--- config.mk ---
export PLATFORM = sky130hd
export DESIGN_NAME = diatonic_note_harmonizer
export DESIGN_NICKNAME = d
export VERILOG_FILES = /design/src/hdl/dnh_pkg.sv /design/src/hdl/diatonic_note_harmonizer.sv
export SDC_FILE = /design/constraint.sdc
export NUM_CORES = 1
export LEC_CHECK = 0
export BUFFER_PORTS_ARGS = -buffer_cell sky130_fd_sc_hd__buf_2
export CORE_MARGIN = 5
export CORE_UTILIZATION = 35
export DETAILED_ROUTE_END_ITERATION = 7
export GPL_TIMING_DRIVEN = 1
export PLACE_DENSITY = 0.52
export SYNTH_ARGS = -nofsm -noshare
export SYNTH_HDL_FRONTEND = slang
export SYNTH_SLANG_ARGS = --single-unit
--- constraint.sdc ---
create_clock -name aclk -period 16 [get_ports aclk]
set_clock_uncertainty 0.2 [all_clocks]
set_input_delay 3.2 -clock aclk [delete_from_list [all_inputs] [get_ports aclk]]
set_output_delay 3.2 -clock aclk [all_outputs]
set_load 0.1 [all_outputs]
--- src/hdl/dnh_pkg.sv ---
// Shared constants, types and scale functions for the diatonic note harmonizer.
`default_nettype none

package dnh_pkg;

    localparam int TRACK_COUNT_DEF = 4;
    localparam int VOICE_COUNT_DEF = 4;

    localparam int TRACK_W     = 8;
    localparam int MIDI_W      = 7;
    localparam int S_DATA_W    = 16;
    localparam int M_DATA_W    = 16;
    localparam int CFG_INDEX_W = 3;
    localparam int CFG_DATA_W  = 64;

    localparam logic [CFG_INDEX_W-1:0] REG_TRACK_EN   = 3'd0;
    localparam logic [CFG_INDEX_W-1:0] REG_SCALE      = 3'd1;
    localparam logic [CFG_INDEX_W-1:0] REG_VOICE_EN   = 3'd2;
    localparam logic [CFG_INDEX_W-1:0] REG_INTERVALS  = 3'd3;
    localparam logic [CFG_INDEX_W-1:0] REG_VEL_LOW    = 3'd4;
    localparam logic [CFG_INDEX_W-1:0] REG_VEL_HIGH   = 3'd5;

    localparam logic [15:0] VOICE_EN_RESET   = 16'h1111;
    localparam logic [63:0] INTERVAL_RESET   = 64'h1110_1110_1110_1110;
    localparam logic [55:0] VEL_OFFSET_RESET = 56'd66951118690564864;

    localparam logic [3:0] CODE_LIMIT = 4'd11;
    localparam logic [7:0] STYPE_CHROMATIC = 8'd0;
    localparam logic [7:0] STYPE_MINOR_LO  = 8'd2;
    localparam logic [7:0] STYPE_MINOR_HI  = 8'd4;

    typedef logic [MIDI_W-1:0] midi_t;
    typedef logic signed [3:0] step_t;
    typedef logic signed [6:0] offset_t;

    function automatic logic [3:0] scale_tone(input logic minor, input logic [2:0] deg);
        logic [3:0] tone;
        case (deg)
            3'd0: tone = 4'd0;
            3'd1: tone = 4'd2;
            3'd2: tone = minor ? 4'd3 : 4'd4;
            3'd3: tone = 4'd5;
            3'd4: tone = 4'd7;
            3'd5: tone = minor ? 4'd8 : 4'd9;
            3'd6: tone = minor ? 4'd10 : 4'd11;
            default: tone = 4'd0;
        endcase
        return tone;
    endfunction

    function automatic step_t degree_step(input logic [3:0] code);
        step_t st;
        case (code)
            4'd0:  st = 4'sd0;
            4'd1:  st = 4'sd2;
            4'd2:  st = -4'sd2;
            4'd3:  st = 4'sd4;
            4'd4:  st = -4'sd4;
            4'd5:  st = 4'sd7;
            4'd6:  st = -4'sd7;
            4'd7:  st = 4'sd3;
            4'd8:  st = -4'sd3;
            4'd9:  st = 4'sd5;
            4'd10: st = -4'sd5;
            default: st = 4'sd0;
        endcase
        return st;
    endfunction

    // Snap to the nearer degree, the lower one on a tie; above the top degree wraps to 0.
    function automatic logic [2:0] snap_degree(input logic minor, input logic [3:0] rel);
        logic [2:0] deg;
        logic       done;
        logic [3:0] cur;
        logic [3:0] prev;
        deg  = 3'd0;
        done = 1'b0;
        prev = 4'd0;
        for (int i = 0; i < 7; i++) begin
            cur = scale_tone(minor, 3'(i));
            if (!done) begin
                if (cur == rel) begin
                    deg  = 3'(i);
                    done = 1'b1;
                end else if (i > 0 && cur > rel) begin
                    if ((rel - prev) <= (cur - rel)) begin
                        deg = 3'(i - 1);
                    end else begin
                        deg = 3'(i);
                    end
                    done = 1'b1;
                end
            end
            prev = cur;
        end
        return deg;
    endfunction

endpackage

`default_nettype wire

--- src/hdl/diatonic_note_harmonizer.sv ---
// Diatonic note harmonizer: config registers, three-stage voice pipeline, result serializer.
//
// Usage: write settings on the cfg channel (index 0..5, data in the low bits) while idle;
// cfg_ready is always high. Each input transfer on s_ carries a track number in s_tuser and
// a note and velocity in s_tdata. For an enabled track the block returns one transfer on m_
// per enabled voice with an interval code below 11, in voice order, with m_tlast on the
// final one; otherwise it returns the input note and velocity once with m_tlast set.
// The first result of an item passes the stage 1, 2 and 3 registers and the serializer
// register before it is offered on m_.
// One result transfers per cycle while m_tready is high; an item yields 1 to VOICE_COUNT
// results. All voices of an item are computed side by side in three register stages and
// held in a serializer that drives the output port; the next item advances while it drains.
// Reset clears the pipeline and loads the register defaults: harmonizer off on all tracks,
// voice 0 of each track enabled at unison with offset 0, voices 1 to 3 a third up with offset -10.
// A stall on m_tready holds the current result and fills the stages behind it; s_tready
// falls once all stages and the serializer hold items. Nothing is dropped or repeated.
`default_nettype none

module diatonic_note_harmonizer #(
    parameter int TRACK_COUNT = dnh_pkg::TRACK_COUNT_DEF,
    parameter int VOICE_COUNT = dnh_pkg::VOICE_COUNT_DEF
) (
    input  wire                               aclk,
    input  wire                               aresetn,
    input  wire                               cfg_valid,
    output logic                              cfg_ready,
    input  wire [dnh_pkg::CFG_INDEX_W-1:0]    cfg_index,
    input  wire [dnh_pkg::CFG_DATA_W-1:0]     cfg_data,
    input  wire                               s_tvalid,
    output logic                              s_tready,
    input  wire [dnh_pkg::S_DATA_W-1:0]       s_tdata,   // note_in, velocity_in, zero fill
    input  wire [dnh_pkg::TRACK_W-1:0]        s_tuser,   // track_number
    output logic                              m_tvalid,
    input  wire                               m_tready,
    output logic [dnh_pkg::M_DATA_W-1:0]      m_tdata,   // note_out, velocity_out, zero fill
    output logic                              m_tlast
);
    import dnh_pkg::*;

    localparam int VW = (VOICE_COUNT > 1) ? $clog2(VOICE_COUNT) : 1;

    // configuration registers
    logic [3:0]  track_en_reg;
    logic [47:0] scale_reg;
    logic [15:0] voice_en_reg;
    logic [63:0] interval_reg;
    logic [55:0] vel_lo_reg;
    logic [55:0] vel_hi_reg;

    assign cfg_ready = 1'b1;

    always_ff @(posedge aclk) begin
        if (!aresetn) begin
            track_en_reg <= '0;
            scale_reg    <= '0;
            voice_en_reg <= VOICE_EN_RESET;
            interval_reg <= INTERVAL_RESET;
            vel_lo_reg   <= VEL_OFFSET_RESET;
            vel_hi_reg   <= VEL_OFFSET_RESET;
        end else if (cfg_valid) begin
            case (cfg_index)
                REG_TRACK_EN:  track_en_reg <= cfg_data[3:0];
                REG_SCALE:     scale_reg    <= cfg_data[47:0];
                REG_VOICE_EN:  voice_en_reg <= cfg_data[15:0];
                REG_INTERVALS: interval_reg <= cfg_data;
                REG_VEL_LOW:   vel_lo_reg   <= cfg_data[55:0];
                REG_VEL_HIGH:  vel_hi_reg   <= cfg_data[55:0];
                default: ;
            endcase
        end
    end

    // handshake chain
    logic s1_valid_reg, s2_valid_reg, s3_valid_reg, ser_valid_reg;
    logic s1_ready, s2_ready, s3_ready, ser_ready, ser_load, out_xfer;

    assign out_xfer  = m_tvalid && m_tready;
    assign ser_ready = !ser_valid_reg || (m_tready && m_tlast);
    assign ser_load  = s3_valid_reg && ser_ready;
    assign s3_ready  = !s3_valid_reg || ser_ready;
    assign s2_ready  = !s2_valid_reg || s3_ready;
    assign s1_ready  = !s1_valid_reg || s2_ready;
    assign s_tready  = s1_ready;

    always_ff @(posedge aclk) begin
        if (!aresetn) begin
            s1_valid_reg <= 1'b0;
            s2_valid_reg <= 1'b0;
            s3_valid_reg <= 1'b0;
        end else begin
            if (s1_ready) begin
                s1_valid_reg <= s_tvalid;
            end
            if (s2_ready) begin
                s2_valid_reg <= s1_valid_reg;
            end
            if (s3_ready) begin
                s3_valid_reg <= s2_valid_reg;
            end
        end
    end

    // stage 1: track lookup, voice decode, octave split
    logic [TRACK_W-1:0] in_track;
    midi_t              in_note, in_vel;
    logic [1:0]         in_trk;
    logic               in_on;
    logic [11:0]        trk_scale;
    logic [3:0]         root_raw, in_root;
    logic [12:0]        oct_prod;
    logic [3:0]         in_oct;
    logic [6:0]         oct12;
    logic [3:0]         in_rem;
    logic [55:0]        vel_sel;
    logic               in_chrom, in_minor;

    assign in_track  = s_tuser;
    assign in_note   = s_tdata[6:0];
    assign in_vel    = s_tdata[13:7];
    assign in_trk    = in_track[1:0];
    assign in_on     = (in_track < TRACK_W'(TRACK_COUNT)) && track_en_reg[in_trk];
    assign trk_scale = scale_reg[6'(in_trk) * 6'd12 +: 12];
    assign root_raw  = trk_scale[11:8];
    assign in_root   = (root_raw >= 4'd12) ? root_raw - 4'd12 : root_raw;
    assign in_chrom  = trk_scale[7:0] == STYPE_CHROMATIC;
    assign in_minor  = (trk_scale[7:0] >= STYPE_MINOR_LO) && (trk_scale[7:0] <= STYPE_MINOR_HI);
    assign oct_prod  = 13'(in_note) * 13'd43;
    assign in_oct    = oct_prod[12:9];
    assign oct12     = 7'(in_oct) * 7'd12;
    assign in_rem    = 4'(in_note - oct12);
    assign vel_sel   = in_trk[1] ? vel_hi_reg : vel_lo_reg;

    logic [VOICE_COUNT-1:0] in_active;
    step_t                  in_step [VOICE_COUNT];
    offset_t                in_off  [VOICE_COUNT];

    for (genvar v = 0; v < VOICE_COUNT; v++) begin : g_decode
        logic [3:0] slot;
        logic [3:0] code;
        assign slot         = {in_trk, 2'(v)};
        assign code         = interval_reg[{slot, 2'b00} +: 4];
        assign in_active[v] = in_on && voice_en_reg[slot] && (code < CODE_LIMIT);
        assign in_step[v]   = degree_step(code);
        assign in_off[v]    = vel_sel[6'({in_trk[0], 2'(v)}) * 6'd7 +: 7];
    end

    midi_t                  s1_note_reg, s1_vel_reg;
    logic [3:0]             s1_oct_reg, s1_rem_reg, s1_root_reg;
    logic                   s1_chrom_reg, s1_minor_reg;
    logic [VOICE_COUNT-1:0] s1_active_reg;
    step_t                  s1_step_reg [VOICE_COUNT];
    offset_t                s1_off_reg  [VOICE_COUNT];

    always_ff @(posedge aclk) begin
        if (s1_ready) begin
            s1_note_reg   <= in_note;
            s1_vel_reg    <= in_vel;
            s1_oct_reg    <= in_oct;
            s1_rem_reg    <= in_rem;
            s1_root_reg   <= in_root;
            s1_chrom_reg  <= in_chrom;
            s1_minor_reg  <= in_minor;
            s1_active_reg <= in_active;
            s1_step_reg   <= in_step;
            s1_off_reg    <= in_off;
        end
    end

    // stage 2: degree snap, target degree, velocity clamp
    logic [4:0] rel_sum;
    logic [3:0] rel;
    logic [2:0] deg;

    assign rel_sum = 5'(s1_rem_reg) + 5'd12 - 5'(s1_root_reg);
    assign rel     = (rel_sum >= 5'd12) ? 4'(rel_sum - 5'd12) : 4'(rel_sum);
    assign deg     = snap_degree(s1_minor_reg, rel);

    logic [2:0]        t_idx  [VOICE_COUNT];
    logic signed [1:0] t_oo   [VOICE_COUNT];
    midi_t             t_vel  [VOICE_COUNT];

    for (genvar v = 0; v < VOICE_COUNT; v++) begin : g_degree
        logic signed [4:0] tgt;
        logic signed [8:0] vsum;
        assign tgt  = $signed({2'b00, deg}) + 5'(s1_step_reg[v]);
        assign vsum = $signed({2'b00, s1_vel_reg}) + 9'(s1_off_reg[v]);
        always_comb begin
            if (tgt < 5'sd0) begin
                t_idx[v] = 3'(tgt + 5'sd7);
                t_oo[v]  = -2'sd1;
            end else if (tgt >= 5'sd7) begin
                t_idx[v] = 3'(tgt - 5'sd7);
                t_oo[v]  = 2'sd1;
            end else begin
                t_idx[v] = 3'(tgt);
                t_oo[v]  = 2'sd0;
            end
            if (vsum < 9'sd1) begin
                t_vel[v] = 7'd1;
            end else if (vsum > 9'sd127) begin
                t_vel[v] = 7'd127;
            end else begin
                t_vel[v] = 7'(vsum);
            end
        end
    end

    midi_t                  s2_note_reg, s2_vel_reg;
    logic [3:0]             s2_oct_reg, s2_root_reg;
    logic                   s2_chrom_reg, s2_minor_reg;
    logic [VOICE_COUNT-1:0] s2_active_reg;
    step_t                  s2_step_reg [VOICE_COUNT];
    logic [2:0]             s2_idx_reg  [VOICE_COUNT];
    logic signed [1:0]      s2_oo_reg   [VOICE_COUNT];
    midi_t                  s2_velc_reg [VOICE_COUNT];

    always_ff @(posedge aclk) begin
        if (s2_ready) begin
            s2_note_reg   <= s1_note_reg;
            s2_vel_reg    <= s1_vel_reg;
            s2_oct_reg    <= s1_oct_reg;
            s2_root_reg   <= s1_root_reg;
            s2_chrom_reg  <= s1_chrom_reg;
            s2_minor_reg  <= s1_minor_reg;
            s2_active_reg <= s1_active_reg;
            s2_step_reg   <= s1_step_reg;
            s2_idx_reg    <= t_idx;
            s2_oo_reg     <= t_oo;
            s2_velc_reg   <= t_vel;
        end
    end

    // stage 3: harmony note, clamp, pass-through selection
    midi_t                  h_note [VOICE_COUNT];
    midi_t                  g_note [VOICE_COUNT];
    midi_t                  g_vel  [VOICE_COUNT];
    logic [VOICE_COUNT-1:0] g_mask;
    logic                   any_voice;

    assign any_voice = |s2_active_reg;
    assign g_mask    = any_voice ? s2_active_reg : VOICE_COUNT'(1);

    for (genvar v = 0; v < VOICE_COUNT; v++) begin : g_note_calc
        logic signed [5:0] oct_adj;
        logic signed [8:0] base;
        logic signed [8:0] res;
        logic [7:0]        up12;
        midi_t             semi;
        midi_t             diat;
        assign oct_adj = $signed({2'b00, s2_oct_reg}) + 6'(s2_oo_reg[v]);
        assign base    = 9'(oct_adj) * 9'sd12;
        assign res     = base + $signed({5'b0, s2_root_reg})
                         + $signed({5'b0, scale_tone(s2_minor_reg, s2_idx_reg[v])});
        assign up12    = 8'(s2_note_reg) + 8'd12;
        always_comb begin
            if (s2_step_reg[v] == 4'sd7) begin
                semi = (up12 > 8'd127) ? 7'd127 : 7'(up12);
            end else if (s2_step_reg[v] == -4'sd7) begin
                semi = (s2_note_reg < 7'd12) ? 7'd0 : s2_note_reg - 7'd12;
            end else begin
                semi = s2_note_reg;
            end
            if (res < 9'sd0) begin
                diat = 7'd0;
            end else if (res > 9'sd127) begin
                diat = 7'd127;
            end else begin
                diat = 7'(res);
            end
            if (s2_step_reg[v] == 4'sd0) begin
                h_note[v] = s2_note_reg;
            end else if (s2_chrom_reg || s2_step_reg[v] == 4'sd7
                         || s2_step_reg[v] == -4'sd7) begin
                h_note[v] = semi;
            end else begin
                h_note[v] = diat;
            end
        end
        if (v == 0) begin : g_first
            assign g_note[v] = any_voice ? h_note[v] : s2_note_reg;
            assign g_vel[v]  = any_voice ? s2_velc_reg[v] : s2_vel_reg;
        end else begin : g_rest
            assign g_note[v] = h_note[v];
            assign g_vel[v]  = s2_velc_reg[v];
        end
    end

    logic [VOICE_COUNT-1:0] s3_mask_reg;
    midi_t                  s3_note_reg [VOICE_COUNT];
    midi_t                  s3_vel_reg  [VOICE_COUNT];

    always_ff @(posedge aclk) begin
        if (s3_ready) begin
            s3_mask_reg <= g_mask;
            s3_note_reg <= g_note;
            s3_vel_reg  <= g_vel;
        end
    end

    // serializer: one result per transfer, lowest pending voice first
    logic [VOICE_COUNT-1:0] ser_pend_reg;
    logic [VOICE_COUNT-1:0] ser_pend_next;
    midi_t                  ser_note_reg [VOICE_COUNT];
    midi_t                  ser_vel_reg  [VOICE_COUNT];
    logic [VW-1:0]          ser_sel;

    assign ser_pend_next = ser_pend_reg & (ser_pend_reg - VOICE_COUNT'(1));

    always_comb begin
        ser_sel = '0;
        for (int i = VOICE_COUNT - 1; i >= 0; i--) begin
            if (ser_pend_reg[i]) begin
                ser_sel = VW'(i);
            end
        end
    end

    always_ff @(posedge aclk) begin
        if (!aresetn) begin
            ser_valid_reg <= 1'b0;
            ser_pend_reg  <= '0;
        end else if (ser_load) begin
            ser_valid_reg <= 1'b1;
            ser_pend_reg  <= s3_mask_reg;
        end else if (out_xfer) begin
            ser_valid_reg <= !m_tlast;
            ser_pend_reg  <= ser_pend_next;
        end
    end

    always_ff @(posedge aclk) begin
        if (ser_load) begin
            ser_note_reg <= s3_note_reg;
            ser_vel_reg  <= s3_vel_reg;
        end
    end

    assign m_tvalid = ser_valid_reg;
    assign m_tlast  = ser_pend_next == '0;
    assign m_tdata  = {2'b00, ser_vel_reg[ser_sel], ser_note_reg[ser_sel]};

    a_pending_nonempty: assert property (@(posedge aclk) disable iff (!aresetn)
        ser_valid_reg |-> ser_pend_reg != '0)
        else $error("serializer valid with no pending voice");

    a_drain_ends: assert property (@(posedge aclk) disable iff (!aresetn)
        (out_xfer && m_tlast && !ser_load) |=> !m_tvalid)
        else $error("output valid after final result drained");

    a_backpressure_full: assert property (@(posedge aclk) disable iff (!aresetn)
        !s_tready |-> (s1_valid_reg && s2_valid_reg && s3_valid_reg && ser_valid_reg))
        else $error("input stalled while a stage is empty");

endmodule

`default_nettype wire
# [Word level (Yosys, flattened, before mapping)]
# Memories as Yosys holds them, arrays and structs flattened. A register that Yosys moved wholly into a read port is not among the register bits.
# Cells that the tools add are included.
[classes] n_mux=121 addsub=47 n_bitwise=2 n_reduce_logical=50 n_mul=11 eq_ne=43 magnitude_cmp=53 shift=9
[ops] operator="64-bit by 7-bit variable part select with 4-bit output" n=4
[ops] operator="7-bit two-way mux" n=36
[ops] operator="56-bit by 7-bit variable part select with 7-bit output" n=4
[ops] operator="4-bit one-hot mux with 6 select lines" n=4
[ops] operator="3-bit two-way mux" n=26
[ops] operator="9-bit by 5-bit adder with 9-bit output" n=8
[ops] operator="9-bit by 8-bit greater-than comparator with 1-bit output, second input constant" n=8
[ops] operator="56-bit two-way mux" n=1
[ops] operator="48-bit by 7-bit variable part select with 12-bit output" n=1
[ops] operator="3-bit equality test, second input constant" n=14
[ops] operator="1-bit two-way mux" n=37
[ops] operator="8-bit by 7-bit adder with 9-bit output" n=4
[ops] operator="9-bit by 1-bit less-than comparator with 1-bit output, second input constant" n=4
[ops] operator="9-bit by 2-bit less-than comparator with 1-bit output, second input constant" n=4
[ops] operator="4-bit equality test, second input constant" n=8
[ops] operator="3-bit by 2-bit equality test with 1-bit output, second input constant" n=10
[ops] operator="7-bit binary-select mux with 2-bit select" n=2
[ops] operator="6-bit by 3-bit multiplier with 7-bit output, second input constant" n=4
[ops] operator="5-bit by 4-bit >= comparator with 1-bit output, second input constant" n=5
[ops] operator="5-bit by 2-bit adder with 6-bit output" n=4
[ops] operator="4-bit <= comparator" n=6
[ops] operator="4-bit zero test" n=6
[ops] operator="4-bit by 4-bit adder with 5-bit output" n=4
[ops] operator="4-bit by 5-bit less-than comparator with 1-bit output, second input constant" n=4
[ops] operator="other kinds (54)" n=128
[word_totals] n_memories=4 out_inout_bits=20 inputBits=96 romBits=256 reg_bits=520
[memory_table] name="(name not given)" depth=16 word_bits=4 rd=1 rd_clocked_by_memory_dff=1 wr=0 line="dnh_pkg.sv:53" source="case (code)"
[memory_table] name="(name not given)" depth=16 word_bits=4 rd=1 rd_clocked_by_memory_dff=1 wr=0 line="dnh_pkg.sv:53"
[memory_table] name="(name not given)" depth=16 word_bits=4 rd=1 rd_clocked_by_memory_dff=1 wr=0 line="dnh_pkg.sv:53"
[memory_table] name="(name not given)" depth=16 word_bits=4 rd=1 rd_clocked_by_memory_dff=1 wr=0 line="dnh_pkg.sv:53"

# [Depth between registers and ports, before layout]
[depth] ltp_word=29 mapped_depth=35 mapped_depth_nobuf=32

# [Least setup slack after synthesis]
# Ideal clock, no wire load.
[synth_timing] kind="in2out" from="in m_tready" to="out s_tready" t_required_ns=12.600 setup_slack_ns=6.577 path_buffers=0 t_arrival_ns=6.023 stages=3 path_cell_list="a21boi_0 and2_1 nand3_1"
[synth_between] elab_chain_cells=5
[synth_lines] element="from (decl)" line="diatonic_note_harmonizer.sv:34" source="input wire m_tready,"
[synth_lines] element="1-bit logical AND" line="diatonic_note_harmonizer.sv:78" source="assign ser_ready = !ser_valid_reg || (m_tready && m_tlast);"
[synth_lines] element="1-bit logical OR" line="diatonic_note_harmonizer.sv:78"
[synth_lines] element="1-bit logical OR" line="diatonic_note_harmonizer.sv:80" source="assign s3_ready = !s3_valid_reg || ser_ready;"
[synth_lines] element="1-bit logical OR" line="diatonic_note_harmonizer.sv:81" source="assign s2_ready = !s2_valid_reg || s3_ready;"
[synth_lines] element="1-bit logical OR" line="diatonic_note_harmonizer.sv:82" source="assign s1_ready = !s1_valid_reg || s2_ready;"
[synth_lines] element="to (decl)" line="diatonic_note_harmonizer.sv:30" source="output logic s_tready,"
# Every way passes these cells.

# [Worst setup path in the final report]
# Same ends and word-level chain as after synthesis.

==> metrics.md <==
| Metric | Value |
|---|---|
| Status | completed |
| DR vias/cell | 5.111 |
| IO buf count | 110 |
| GPL Wtd Cong | 0.8477 |
| Largest net degree at the start of global routing | 146 |
| HP Class | reg2reg |
| Post-CTS Setup Bufs | 0 |
| Initial Utilization | 35.25% |
| Post-synth top area cell | edfxtp_1 |
| CTS clk-pin slew, worst paths | 60 ps |
| Maxcap violations | 0 |
| Setup crit end kind | output port |
| Average size of a mapped cell | 10.29 um2 |
| Longest Clk Path Bufs | 3 |
| # setup viols final | 0 |
| Final Cell Area | 0.03254 mm2 |
| Most used DFF post-synth | edfxtp_1 |
| Cts bufs inserted | 57 |
| HPWL after DPL | 53.34 mm |
| Core Area | 0.08211 mm2 |
| Number of synthesized flops with an enable pin | 282 |
| Gr usage total | 16.05% |
| Final period util | 52.32% |
| DP Area | 0.03054 mm2 |
| Startpoint Class | primary input |
| Htree depth | 2 |
| Row cnt | 105 |
| IR drop worst, VDD | 0.08947 mV |
| CTS resizes | 0 |
| Critical Path Fanout Max | 37 |
| Number of flip-flops under the largest register name | 64 |
| FFs w/ async S/R, synth | 0% |
| Initial DRC count | 1,258 |
| Post-synth top cells | 561 x nand2_1, 282 x edfxtp_1, 252 x dfxtp_1 |
| Distinct cell type count after synthesis | 72 |
| Hold endpoint | ser_vel_reg[19] |
| Synthesis-stage register bit count | 534 |
| RSZ-0062 raised after global routing | false |
| First-pass GRT wire length | 115.1 mm |
| TritonCTS sink count | 534 |
| Die X | 297.6 um |
| Worst Hold Launch | s3_vel_reg[19] |
| Yosys warnings | 0 |
| CTS Root Cell | clkbuf_16 |
| Post-layout nets | 3,230 |
| # IOs | 116 |
| Top cells by area, synth | edfxtp_1 29%, dfxtp_1 17%, ha_1 9.6% |
| Register area share after synthesis | 46.69% |
| Setup TNS | 0 ps |
| Drt first pass iters | 6 |
| Worst Hold Path Cells | 0 |
| CTS Hold Bufs | 0 |
| Reg2reg start | s1_note_reg[1] |
| Die height | 297.6 um |
| Via Count | 20,430 |
| Final wirelength | 72.90 mm |
| Share of the synthesized area in the top cell type | 29.26% |
| Slew @ Worst Pin | 1197 ps |
| Cell count after synthesis | 2,812 |
| Congestion Overflow GR | 0 |
| DIE AREA | 0.08854 mm2 |
| Final Hold Vio Count | 0 |
| Vias in the first global route | 20,290 |
| Final non-filler cell total | 3,996 |
| PD cells | 167.8 mW/mm2 |
| Crit path DAT | 4970 ps |
| Clock Latency Late Sink | 650 ps |
| R2r setup slk | 8180 ps |
| CP required | 12,600 ps |
| Initial antenna violation count | 6 |
| Tmin final | 8372 ps |
| WL/cell | 18.24 um |
| Share of cells above drive strength 1 | 11.39% |
| Synthesis-to-layout area growth | 12.43% |
| DP Cell Count | 3,886 |
| FILL cells | 7,822 |
| LEAKAGE | 13.07 nW |
| FMAX | 119.5 MHz |
| DRC violation count after routing | 0 |
| Count leader, synth | nand2_1 |
| CTS tree | built |
| Rel. slew slack | 20.18% |
| R2r worst-path depth | 30 |
| Reg-to-Reg End | s2_idx_reg[7] |
| Detail Route Antenna Nets | 0 |
| Slew Viols, Final | 0 |
| Crit path kind | in2out |
| Mapped cell area | 0.02894 mm2 |
[worst max-delay path, stage by stage]
cell and delay, ps:
buf_2 100, a21boi_0 240, and2_1 370, nand3_4 490, buf_2 510
[stage by stage]
step	utilization, %	hold WS [ps]	total power [mW]	worst slack, ps
after CTS	39.62	217.8	5.509	7592
after detailed placement	37.19	204.5	4.096	7600
after global placement	37.19	204.0	3.993	7624
final	39.63	213.7	5.462	7628
after global routing	39.63	218.6	5.886	7410
after floorplan	-	200.3	3.519	6577
[final cells by class]
| cell class | count | area (um2) | area share [%] |
|---|---|---|---|
| Antenna cell | 2 | 5.005 | 0.01538 |
| Clock buffer | 70 | 1535 | 4.718 |
| Clock inverter | 38 | 462.9 | 1.423 |
| Inverter | 168 | 630.6 | 1.938 |
| Multi-Input combinational cell | 1983 | 14340 | 44.06 |
| Sequential cell | 534 | 13510 | 41.53 |
| Tap cell | 1070 | 1339 | 4.114 |
| Timing Repair Buffer | 131 | 716.9 | 2.203 |
[cell families (layout without fill, tap and decap cells)]
family                     after synthesis  in the layout  synth area share [%]
and+or+nand+nor                        939            939                 14.35
AOI/OAI and AO/OA                      578            578                 13.13
DFF                                    534            534                 46.69
buffers and inverters                  296            407                 3.956
adders and majority gates              260            260                 12.19
xor gates and xnor gates               102            102                 3.087
muxes                                  101            101                 6.567
other                                    2              5               0.02595
[metal layers]
metal  vias up  global-route usage, %  share of wire [%]
met4         0                  4.094                2.2
li1      10050                      -                  -
met3       111                  2.394                4.5
met2       477                  26.78                 47
met1      9783                  22.01                 46
met5         -                      0                  0
[how the worst max path moves through the flow]
| stage | start | end | cells past startpoint |
|---|---|---|---|
| final | m_tready | s_tready | 5 |
| after global routing | m_tready | s_tready | 5 |
| after CTS | m_tready | s_tready | 5 |
| after detailed placement | m_tready | s_tready | 5 |
| after global placement | m_tready | s_tready | 5 |
| after floorplan | m_tready | s_tready | 3 |
[where the power goes]
group / internal (mW) / total, mW / switching (mW)
Combinational: 1.01 / 2.34 / 1.33
Sequential: 1.65 / 1.74 / 0.0903
Clock: 0.816 / 1.38 / 0.565
[cells in the final DEF, fill, tap and decap left out, types with 24 or more instances in the layout]
master       n
nor2b_1     31
mux4_2      70
nor3_1      24
clkbuf_16   57
inv_1      165
edfxtp_1   282
dfxtp_1    252
a21o_1      34
nor2_1      87
nand3_1    118
xnor2_1     62
nand2b_1    31
buf_2      108
a21boi_0   179
a21oi_1    109
nand2_1    560
o211ai_1    27
ha_1       222
o21ai_0    112
xor2_1      40
fa_1        37
Note: power is estimated with default switching activity, not from simulation.
